`src/sv/mme_pkg.sv`:
```
// Shared constants of the modular exponentiation block.
package mme_pkg;

  // Width of the configuration register index.
  localparam int CFG_IDX_W = 2;

  // Configuration register indexes.
  localparam logic [CFG_IDX_W-1:0] REG_MODULUS  = 2'd0;
  localparam logic [CFG_IDX_W-1:0] REG_EXPONENT = 2'd1;

endpackage

```
`src/sv/modular_exponentiation_top.sv`:
```
// Top level of the modular exponentiation block: sequencer, registers and stream ports.
//
// Each input item carries a base in s_tdata and a last marker in s_tlast; the block
// returns base ^ exponent mod modulus in m_tdata with the marker copied to m_tlast.
// The exponent is scanned from its top bit down by binary square-and-multiply, and
// every modular product, including the initial reduction of the base, runs on one
// shared bit-serial multiplier. An item therefore runs 1 + WIDTH + popcount(exponent)
// products one after another, the reduction, a square per exponent bit and a
// multiply per set bit; a zero modulus gives 0 without the multiplier. s_tready
// is low while an item is at work. A finished result waits in the output register,
// so the next item is taken while the result is still unread; a second result waits
// for the first to be taken. Configuration writes (index 0 modulus, 1 exponent,
// others ignored) are always accepted and must only be made while the block is idle.
module modular_exponentiation_top #(
  parameter int WIDTH = 32
) (
  input  logic                         clk,
  input  logic                         rst,
  // Input items.
  input  logic                         s_tvalid,
  output logic                         s_tready,
  input  logic [((WIDTH+7)/8)*8-1:0]   s_tdata,   // [WIDTH-1:0] base, zero padding above
  input  logic                         s_tlast,   // last_in
  // Result items.
  output logic                         m_tvalid,
  input  logic                         m_tready,
  output logic [((WIDTH+7)/8)*8-1:0]   m_tdata,   // [WIDTH-1:0] power_result, zero above
  output logic                         m_tlast,   // last_out
  // Configuration writes.
  input  logic                         cfg_valid,
  output logic                         cfg_ready,
  input  logic [mme_pkg::CFG_IDX_W-1:0] cfg_index,
  input  logic [WIDTH-1:0]             cfg_data
);
  import mme_pkg::*;

  localparam int DW = ((WIDTH + 7) / 8) * 8;
  localparam int BW = $clog2(WIDTH);

  typedef enum logic [2:0] {
    ST_IDLE,
    ST_REDUCE,
    ST_SQUARE,
    ST_MULT,
    ST_FINISH
  } state_t;

  state_t           state;

  // Configuration registers.
  logic [WIDTH-1:0] modulus;
  logic [WIDTH-1:0] exponent;

  // Working registers of the current item.
  logic [WIDTH-1:0] m_r;
  logic [WIDTH-1:0] e_r;
  logic [WIDTH-1:0] b_r;
  logic [WIDTH-1:0] r;
  logic [BW-1:0]    bit_idx;
  logic             last_r;

  // Multiplier request.
  logic             mm_start;
  logic [WIDTH-1:0] mm_x;
  logic [WIDTH-1:0] mm_y;
  logic             mm_done;
  logic [WIDTH-1:0] mm_res;

  logic             in_fire;
  logic             out_free;
  logic             last_bit;

  assign s_tready  = (state == ST_IDLE);
  assign cfg_ready = 1'b1;
  assign in_fire   = s_tvalid && s_tready;
  assign out_free  = !m_tvalid || m_tready;
  assign last_bit  = (bit_idx == '0);

  mme_mulmod #(
    .WIDTH (WIDTH)
  ) u_mulmod (
    .clk    (clk),
    .rst    (rst),
    .start  (mm_start),
    .x      (mm_x),
    .y      (mm_y),
    .m      (m_r),
    .done   (mm_done),
    .result (mm_res)
  );

  always_ff @(posedge clk) begin
    if (rst) begin
      state    <= ST_IDLE;
      modulus  <= WIDTH'(2);
      exponent <= WIDTH'(1);
      mm_start <= 1'b0;
      m_tvalid <= 1'b0;
      bit_idx  <= '0;
    end else begin
      mm_start <= 1'b0;

      // Write configuration; ignore unknown indexes.
      if (cfg_valid) begin
        case (cfg_index)
          REG_MODULUS:  modulus  <= cfg_data;
          REG_EXPONENT: exponent <= cfg_data;
          default: ;
        endcase
      end

      // Drop the result once it is taken, unless a new one is loaded now.
      if (m_tvalid && m_tready && (state != ST_FINISH)) begin
        m_tvalid <= 1'b0;
      end

      case (state)
        ST_IDLE: begin
          if (in_fire) begin
            m_r    <= modulus;
            e_r    <= exponent;
            last_r <= s_tlast;
            if (modulus == '0) begin
              r     <= '0;
              state <= ST_FINISH;
            end else begin
              // Reduce the base: 1 * base mod m on the shared multiplier.
              mm_start <= 1'b1;
              mm_x     <= {{(WIDTH-1){1'b0}}, 1'b1};
              mm_y     <= s_tdata[WIDTH-1:0];
              state    <= ST_REDUCE;
            end
          end
        end
        ST_REDUCE: begin
          if (mm_done) begin
            b_r      <= mm_res;
            r        <= {{(WIDTH-1){1'b0}}, (m_r != WIDTH'(1))};
            bit_idx  <= BW'(WIDTH - 1);
            mm_start <= 1'b1;
            mm_x     <= {{(WIDTH-1){1'b0}}, (m_r != WIDTH'(1))};
            mm_y     <= {{(WIDTH-1){1'b0}}, (m_r != WIDTH'(1))};
            state    <= ST_SQUARE;
          end
        end
        ST_SQUARE: begin
          if (mm_done) begin
            r <= mm_res;
            if (e_r[bit_idx]) begin
              mm_start <= 1'b1;
              mm_x     <= mm_res;
              mm_y     <= b_r;
              state    <= ST_MULT;
            end else if (last_bit) begin
              state <= ST_FINISH;
            end else begin
              bit_idx  <= bit_idx - 1'b1;
              mm_start <= 1'b1;
              mm_x     <= mm_res;
              mm_y     <= mm_res;
            end
          end
        end
        ST_MULT: begin
          if (mm_done) begin
            r <= mm_res;
            if (last_bit) begin
              state <= ST_FINISH;
            end else begin
              bit_idx  <= bit_idx - 1'b1;
              mm_start <= 1'b1;
              mm_x     <= mm_res;
              mm_y     <= mm_res;
              state    <= ST_SQUARE;
            end
          end
        end
        ST_FINISH: begin
          // Hold until the output register is free, then load the result.
          if (out_free) begin
            m_tdata  <= DW'(r);
            m_tlast  <= last_r;
            m_tvalid <= 1'b1;
            state    <= ST_IDLE;
          end
        end
        default: begin
          state <= ST_IDLE;
        end
      endcase
    end
  end

endmodule

```
`src/sv/mme_mulmod.sv`:
```
// Bit-serial modular multiplier: one double-and-add step per cycle.
module mme_mulmod #(
  parameter int WIDTH = 32
) (
  input  logic             clk,
  input  logic             rst,
  input  logic             start,
  input  logic [WIDTH-1:0] x,
  input  logic [WIDTH-1:0] y,
  input  logic [WIDTH-1:0] m,
  output logic             done,
  output logic [WIDTH-1:0] result
);
  import mme_pkg::*;

  localparam int CW = $clog2(WIDTH + 1);

  logic             run;
  logic [CW-1:0]    cnt;
  logic [WIDTH-1:0] acc;
  logic [WIDTH-1:0] xr;
  logic [WIDTH-1:0] yr;
  logic [WIDTH-1:0] mr;

  logic [WIDTH:0]   dbl;
  logic [WIDTH:0]   dred;
  logic [WIDTH:0]   sum;
  logic [WIDTH:0]   sred;
  logic [WIDTH-1:0] addend;
  logic [WIDTH-1:0] acc_next;

  // Double the accumulator, reduce, add x when the multiplier bit is set, reduce.
  always_comb begin
    dbl      = {acc, 1'b0};
    dred     = (dbl >= {1'b0, mr}) ? dbl - {1'b0, mr} : dbl;
    addend   = yr[WIDTH-1] ? xr : '0;
    sum      = dred + {1'b0, addend};
    sred     = (sum >= {1'b0, mr}) ? sum - {1'b0, mr} : sum;
    acc_next = sred[WIDTH-1:0];
  end

  always_ff @(posedge clk) begin
    if (rst) begin
      run  <= 1'b0;
      done <= 1'b0;
      cnt  <= '0;
    end else begin
      done <= 1'b0;
      if (start) begin
        run <= 1'b1;
        cnt <= CW'(WIDTH);
        acc <= '0;
        xr  <= x;
        yr  <= y;
        mr  <= m;
      end else if (run) begin
        acc <= acc_next;
        yr  <= {yr[WIDTH-2:0], 1'b0};
        cnt <= cnt - 1'b1;
        if (cnt == CW'(1)) begin
          run  <= 1'b0;
          done <= 1'b1;
        end
      end
    end
  end

  assign result = acc;

endmodule

```
`config.mk`:
```
export PLATFORM = sky130hd
export DESIGN_NAME = modular_exponentiation_top
export DESIGN_NICKNAME = d
export VERILOG_FILES = /design/src/sv/mme_pkg.sv /design/src/sv/modular_exponentiation_top.sv /design/src/sv/mme_mulmod.sv
export SDC_FILE = /design/constraint.sdc
export NUM_CORES = 1
export LEC_CHECK = 0
export ABC_AREA = 1
export BUFFER_PORTS_ARGS = -buffer_cell sky130_fd_sc_hd__buf_2
export CORE_ASPECT_RATIO = 1.1
export CORE_MARGIN = 1.5
export CORE_UTILIZATION = 45
export CTS_BUF_LIST = sky130_fd_sc_hd__clkbuf_4 sky130_fd_sc_hd__clkbuf_8 sky130_fd_sc_hd__clkbuf_16
export CTS_CLUSTER_SIZE = 40
export DETAILED_ROUTE_END_ITERATION = 8
export PLACE_DENSITY = 0.59
export SYNTH_ARGS = -nofsm -noshare
export SYNTH_HDL_FRONTEND = slang
export SYNTH_SLANG_ARGS = --single-unit
```
`constraint.sdc`:
```
create_clock -name clk -period 8.01 [get_ports clk]
set_input_delay 0.801 -clock clk [delete_from_list [all_inputs] [get_ports clk]]
set_output_delay 0.801 -clock clk [all_outputs]
set_load 0.02 [all_outputs]
```
==> key figures, run 1 <==
Worst setup path
  – Reg2reg end: u_mulmod.result[0]$_SDFFCE_PP0P_
  – R2r setup slk: 0.81 ns
  – CP startpoint kind: flip-flop
  – CP required: ~8.4 ns
  – Slowest CP cell: nor4_1
  – Worst path max stage delay: around 0.66 ns
  – Setup crit end kind: flip-flop
  – CP dominant cell by count: nand2_1
  – Critical R2R Launch: u_mulmod.result[28]$_SDFFCE_PP0P_
  – Crit path from: u_mulmod.result[28]$_SDFFCE_PP0P_
  – WS Path Type: flip-flop to flip-flop
  – CP max FO: 34
  – Critical path arrival: 7.54 ns
  – FF-to-FF path depth: 35

GRT
  – Number of global-route vias before repair: 18948
  – Global route overflow: 0
  – Largest net degree at the start of global routing: 98
  – Total track usage: 26.46%
  – Initial antenna violation count: 0
  – First-pass GRT wire length: about 110000 µm

Final layout
  – Nets: a little under 3000
  – Area grow syn2layout: 11.98%
  – Fillers: around 4900
  – Storage cell area: 12270 µm²
  – Final Util: between 50% and 60%
  – Share of layout cells above drive strength 1: under 10%
  – Multi-input gate area: 9867 µm²
  – Antenna cells: 0

Worst hold path
  – Hold_sp: s_tlast
  – WHS Path Cells: 1
  – Hold Path End: last_r$_DFFE_PP_
  – HP Class: input pin to flip-flop

Die
  – CORE AREA: 51600 µm²
  – Die area: 53840 µm²
  – Row Count: 87
  – Initial Util: between 40% and 50%
  – Die height: 243.2 µm
  – Ports: between 100 and 150
  – Die width: 221.4 µm

Logic synthesis
  – Mean post-synth cell area: 8.720 µm²
  – Yosys warnings: 0
  – Top cells by area, synth: edfxtp_1, nand2_1, dfxtp_1
  – Count of cell types in the netlist: 54
  – Post-synth top flop: edfxtp_1
  – Top post-synthesis cells by count: nand2_1, nor2_1, edfxtp_1
  – Register bit total from synthesis: 436
  – Number of synthesized flops with an enable pin: 354
  – Synth Cell Area: around 24000 µm²
  – Net Count, Synth: 2881
  – Syn Inst Count: approximately 2700
  – Post-synth top area share: roughly 45%
  – Most frequent cell after synthesis: nand2_1
  – Seq/Total Area, Yosys: 51.98%
  – Largest area contributor in the netlist: edfxtp_1
  – Async S/R FF share, synth: 0%

STA
  – Count of final setup violators: 0
  – Worst rel slew slack: roughly a quarter
  – Worst Tran Pin Value: 1.106 ns
  – RSZ-0062 raised after global routing: no
  – Worst Skew: about 0.024 ns
  – Part of the cycle the worst path needs: 89.84%
  – Slew Viols, Final: 0
  – Tmin final: 7.196 ns
  – TNS Setup: 0 ns
  – Hold Vio Cnt, Final: 0
  – Fmax: 0.1390 GHz

CTS
  – CTS Sinks: 436
  – CTS Buf Count: between 40 and 50
  – CTS Hold Bufs: 0
  – Post_cts resized: 0
  – CTS tree: built
  – Root Buffer: clkbuf_16
  – CTS HTree Levels: 2
  – CTS clk-pin slew, worst paths: 0.06 ns
  – Clock Latency Late Sink: about 0.6 ns
  – Maximum clock path buffer count: 3
  – Setup bufs post-CTS: 0

Placement
  – Placer Congestion: 0.9239
  – Detail Placement HPWL: 54320 µm
  – Buffers on Ports: 106

Route
  – Vias: roughly 19000
  – Post-DRT Antenna Nets: 0
  – Drt via density: 5.434
  – Iteration count of the initial detailed-routing pass: 6
  – Drt total wl: 71210 µm
  – DR iter-0 viols: 1516
  – DR DRC count: 0
  – WL/cell: 20.35 µm

Flow run
  – Total of max-cap violations: 0

Run status
  – Status: finished clean
[kinds of logic after synthesis]
kind of cell / Yosys count / synth area share, %
buf+inv: 384 / 6.387
simple gates: 1209 / 21.72
fa+ha+maj: 102 / 5.502
compound gates: 502 / 11.69
other cells: 1 / 0.01589
flops: 436 / 51.98
xor+xnor: 73 / 2.708
[flip-flops by register name, indices dropped and copies added, names as in the netlist]
signal,flops
u_mulmod.cnt,6
modulus,32
state,3
u_mulmod.yr,32
u_mulmod.run,1
m_r,32
u_mulmod.done,1
u_mulmod.xr,32
m_tlast,1
b_r,32
r,32
exponent,32
bit_idx,5
u_mulmod.mr,32
u_mulmod.result,32
m_tvalid,1
last_r,1
mm_x,32
e_r,32
m_tdata,32
mm_y,32
mm_start,1
[through the flow]
step	instances	area, µm²	hold WS, ns	worst slack, ns
after global placement	3412	24770	0.4011	0.9293
after floorplan	2707	23610	0.4003	2.157
after global routing	3500	26440	0.3890	0.2552
after detailed placement	3412	24770	0.4052	0.8348
final	3500	26440	0.3930	0.8141
after CTS	3500	26440	0.3652	0.7922
[layout by cell type (no fill, tap or decap), types with 28 or more instances in the layout]
cell type  netlist  routed
nand2_1        544     543
nor2_1         416     411
edfxtp_1       354     354
inv_1          287     286
o21ai_0        211     211
a21oi_1        177     177
buf_2            8     106
ha_1            99      99
dfxtp_1         82      82
nand3_1         70      70
xor2_1          53      53
clkbuf_16        0      51
nand4_1         46      46
o22ai_1         36      36
or2_1           28      28
[worst max-delay path by stage]
stage | endpoint | slack [ns] | depth (start not counted)
floorplan | u_mulmod.result[0]$_SDFFCE_PP0P_ | 2.16 | 4
global placement | u_mulmod.result[2]$_SDFFCE_PP0P_ | 0.93 | 38
detailed placement | u_mulmod.result[0]$_SDFFCE_PP0P_ | 0.83 | 38
CTS | u_mulmod.result[16]$_SDFFCE_PP0P_ | 0.79 | 38
global route | u_mulmod.result[8]$_SDFFCE_PP0P_ | 0.26 | 38
finish | u_mulmod.result[0]$_SDFFCE_PP0P_ | 0.81 | 35
[area by class of cell]
class / instances / area share, %
well taps: 667 / 3.157
clock buffers: 62 / 5.187
repair buffers: 127 / 2.603
clock inverters: 26 / 1.117
multi-input cells: 1887 / 37.32
inverters: 295 / 4.189
flip-flops and latches: 436 / 46.42
[per-layer routing]
metal  share of wire (%)  track usage (%)  vias up
li1                    -                -     9315
met1                  45            35.56     9092
met2                  47            44.61      513
met3                 4.6            2.966       98
met4                 3.1            8.702        0
met5                   0                0        -
[critical path: cells and delay by family (launching register included)]
kind / cells / cell delay, ns
xor+xnor: 1 / 0.46
flops: 1 / 0.52
fa+ha+maj: 3 / 1.18
simple gates: 23 / 3.47
compound gates: 2 / 0.44
buf+inv: 6 / 0.87
Power of run 1 is left out: the tool's default activity adds up to more than one toggle a clock period on the data nets, which glitch-free logic cannot reach.
==> run 2: changes to the inputs <==
==> constraint.sdc (replaced) <==
create_clock -name clk -period 6.8 [get_ports clk]
set_input_delay 0.68 -clock clk [delete_from_list [all_inputs] [get_ports clk]]
set_output_delay 0.68 -clock clk [all_outputs]
set_load 0.02 [all_outputs]
==> key figures, run 2 (same netlist as run 1, synthesis figures left out) <==
Worst setup path
  – Slowest CP cell: edfxtp_1
  – Critical R2R Launch: u_mulmod.result[11]$_SDFFCE_PP0P_
  – CP dominant cell by count: nand2_1
  – CP max FO: 7 (-79%)
  – Critical path arrival: 6.85 ns (-0.69 ns)
  – R2r setup slk: 0.30 ns (-0.52 ns)
  – Reg2reg end: u_mulmod.result[17]$_SDFFCE_PP0P_
  – Worst path max stage delay: 0.48 ns (-0.18 ns)
  – FF-to-FF path depth: 39 (+11%)
  – CP required: 7.14 ns (-1.21 ns)
  – CP startpoint kind: flip-flop
  – WS Path Type: flip-flop to flip-flop
  – Setup crit end kind: flip-flop

CTS
  – Clock Latency Late Sink: 0.60 ns (about the same)
  – CTS HTree Levels: 2 (unchanged)
  – CTS clk-pin slew, worst paths: 0.06 ns (about the same)
  – CTS tree: built
  – Maximum clock path buffer count: 3 (unchanged)
  – CTS Sinks: 436 (unchanged)
  – CTS Buf Count: 46 (-4.2%)
  – Root Buffer: clkbuf_16
  – CTS Hold Bufs: 0 (unchanged)

Final layout
  – Share of layout cells above drive strength 1: 10.99% (+1.4 points)
  – Storage cell area: 12270 µm² (unchanged)
  – Most frequent cells in the layout: nand2_1, nor2_1, edfxtp_1
  – Post-route cell area: 26650 µm² (+0.82%)
  – Fillers: 4934 (+0.45%)
  – Area grow syn2layout: 12.90%
  – Antenna cells: 0 (unchanged)
  – Nets: 2994 (+0.84%)
  – Commonest non-fill, non-tap cell in the layout: nand2_1
  – Multi-input gate area: 9953 µm² (+0.88%)

Run status
  – Status: finished clean

STA
  – Part of the cycle the worst path needs: 95.65% (+5.8 points)
  – Count of final setup violators: 0 (unchanged)
  – Tmin final: 6.504 ns (-0.6921 ns)
  – Fmax: 0.1538 GHz (+11%)
  – Slew Viols, Final: 0 (unchanged)
  – Hold Vio Cnt, Final: 0 (unchanged)
  – Worst Tran Pin Value: 1.149 ns (+0.04241 ns)
  – Worst Skew: 0.02034 ns (-0.003285 ns)
  – Worst rel slew slack: 23.42% (-2.8 points)

GRT
  – Total track usage: 26.16% (-0.30 points)
  – First-pass GRT wire length: 108100 µm (-1.3%)
  – Initial antenna violation count: 0 (unchanged)
  – Global route overflow: 0 (unchanged)
  – Largest net degree at the start of global routing: 97 (-1.0%)
  – Number of global-route vias before repair: 19017 (+0.36%)

Flow run
  – Total of max-cap violations: 0 (unchanged)

Placement
  – Detail Placement HPWL: 53830 µm (-0.90%)
  – DP Area: 24910 µm² (+0.57%)
  – Placer Congestion: 0.9403 (+1.8%)
  – Buffers on Ports: 106 (unchanged)

Worst hold path
  – HP Class: input pin to flip-flop
  – WHS Path Cells: 1 (unchanged)
  – Hold Path End: last_r$_DFFE_PP_
  – Hold_sp: s_tlast

Route
  – Iteration count of the initial detailed-routing pass: 5 (-1)
  – DR DRC count: 0 (unchanged)
  – WL/cell: 20.19 µm (-0.76%)
  – Drt total wl: 71180 µm (about the same)
  – Drt via density: 5.412 (-0.41%)
  – Vias: 19076 (+0.30%)
  – DR iter-0 viols: 1393 (-8.1%)
  – Post-DRT Antenna Nets: 0 (unchanged)

Die
  – Initial Util: 45.75% (unchanged)
  – Die area: 53840 µm² (unchanged)
  – Die height: 243.2 µm (unchanged)
  – Ports: 108 (unchanged)
  – Row Count: 87 (unchanged)
  – Die width: 221.4 µm (unchanged)
  – CORE AREA: 51600 µm² (unchanged)
run 2: cell types whose count changed in the layout (fill, tap and decap cells not counted), sizes merged:
| cell | delta |
|---|---|
| clkbuf | +3 |
| clkinvlp | +1 |
| bufinv | -2 |
| clkinv | -6 |
| inv | +2 |
| nor2 | +2 |
| buf | +25 |
run 2: layout make-up:
cell class	count	area share [%]
Inverter	295	4.169
Clock inverter	21	0.8122
Tap cell	667	3.131
Timing Repair Buffer	152	3.441
Clock buffer	65	5.056
Sequential cell	436	46.04
Multi-Input combinational cell	1889	37.35
run 2: worst max-delay path by stage:
stage | cells past startpoint | slack, ns | startpoint | endpoint
CTS | 33 | 0.1 | u_mulmod.result[9]$_SDFFCE_PP0P_ | u_mulmod.result[3]$_SDFFCE_PP0P_
floorplan | 4 | 1.07 | rst | u_mulmod.result[0]$_SDFFCE_PP0P_
global route | 39 | -0.02 | u_mulmod.result[11]$_SDFFCE_PP0P_ | u_mulmod.result[11]$_SDFFCE_PP0P_
finish | 39 | 0.30 | u_mulmod.result[11]$_SDFFCE_PP0P_ | u_mulmod.result[17]$_SDFFCE_PP0P_
detailed placement | 33 | -0.02 | u_mulmod.result[9]$_SDFFCE_PP0P_ | u_mulmod.result[3]$_SDFFCE_PP0P_
global placement | 33 | -0.07 | u_mulmod.result[9]$_SDFFCE_PP0P_ | u_mulmod.result[11]$_SDFFCE_PP0P_
run 2: what timing repair did:
action	CTS	global route
setup endpoints to repair	32	32
buffers inserted	0	8
resized for setup	1	16
pin swaps	1	3
gates cloned	0	2
run 2: metrics by stage:
step                hold slack, ns  setup TNS, ns  std cells  setup slack [ns]  utilization (%)
global route                0.2571       -0.07353       3525          -0.01508            51.65
finish                      0.2628              0       3525            0.2961            51.65
floorplan                   0.4003              0       2707             1.068                -
global placement            0.4012         -1.654       3429          -0.06580            48.28
CTS                         0.2301              0       3515           0.09508            51.32
detailed placement          0.4057       -0.07477       3429          -0.02364            48.28
run 2: metal layers:
| metal | share of wire (%) | track usage, % | wire [µm] |
|---|---|---|---|
| met1 | 44 | 34.65 | 31360 |
| met2 | 47 | 44.33 | 33620 |
| met3 | 5.1 | 3.208 | 3612 |
| met4 | 3.6 | 8.966 | 2580 |
| met5 | 0 | 0 | 0 |
run 2: critical path, delay by kind of cell (launching register included):
kind	cells	cell delay, ns
simple gates	26	3.39
fa+ha+maj	3	1.24
buf+inv	8	0.94
flops	1	0.48
compound gates	2	0.22
Power of run 2 is left out for the same reason.
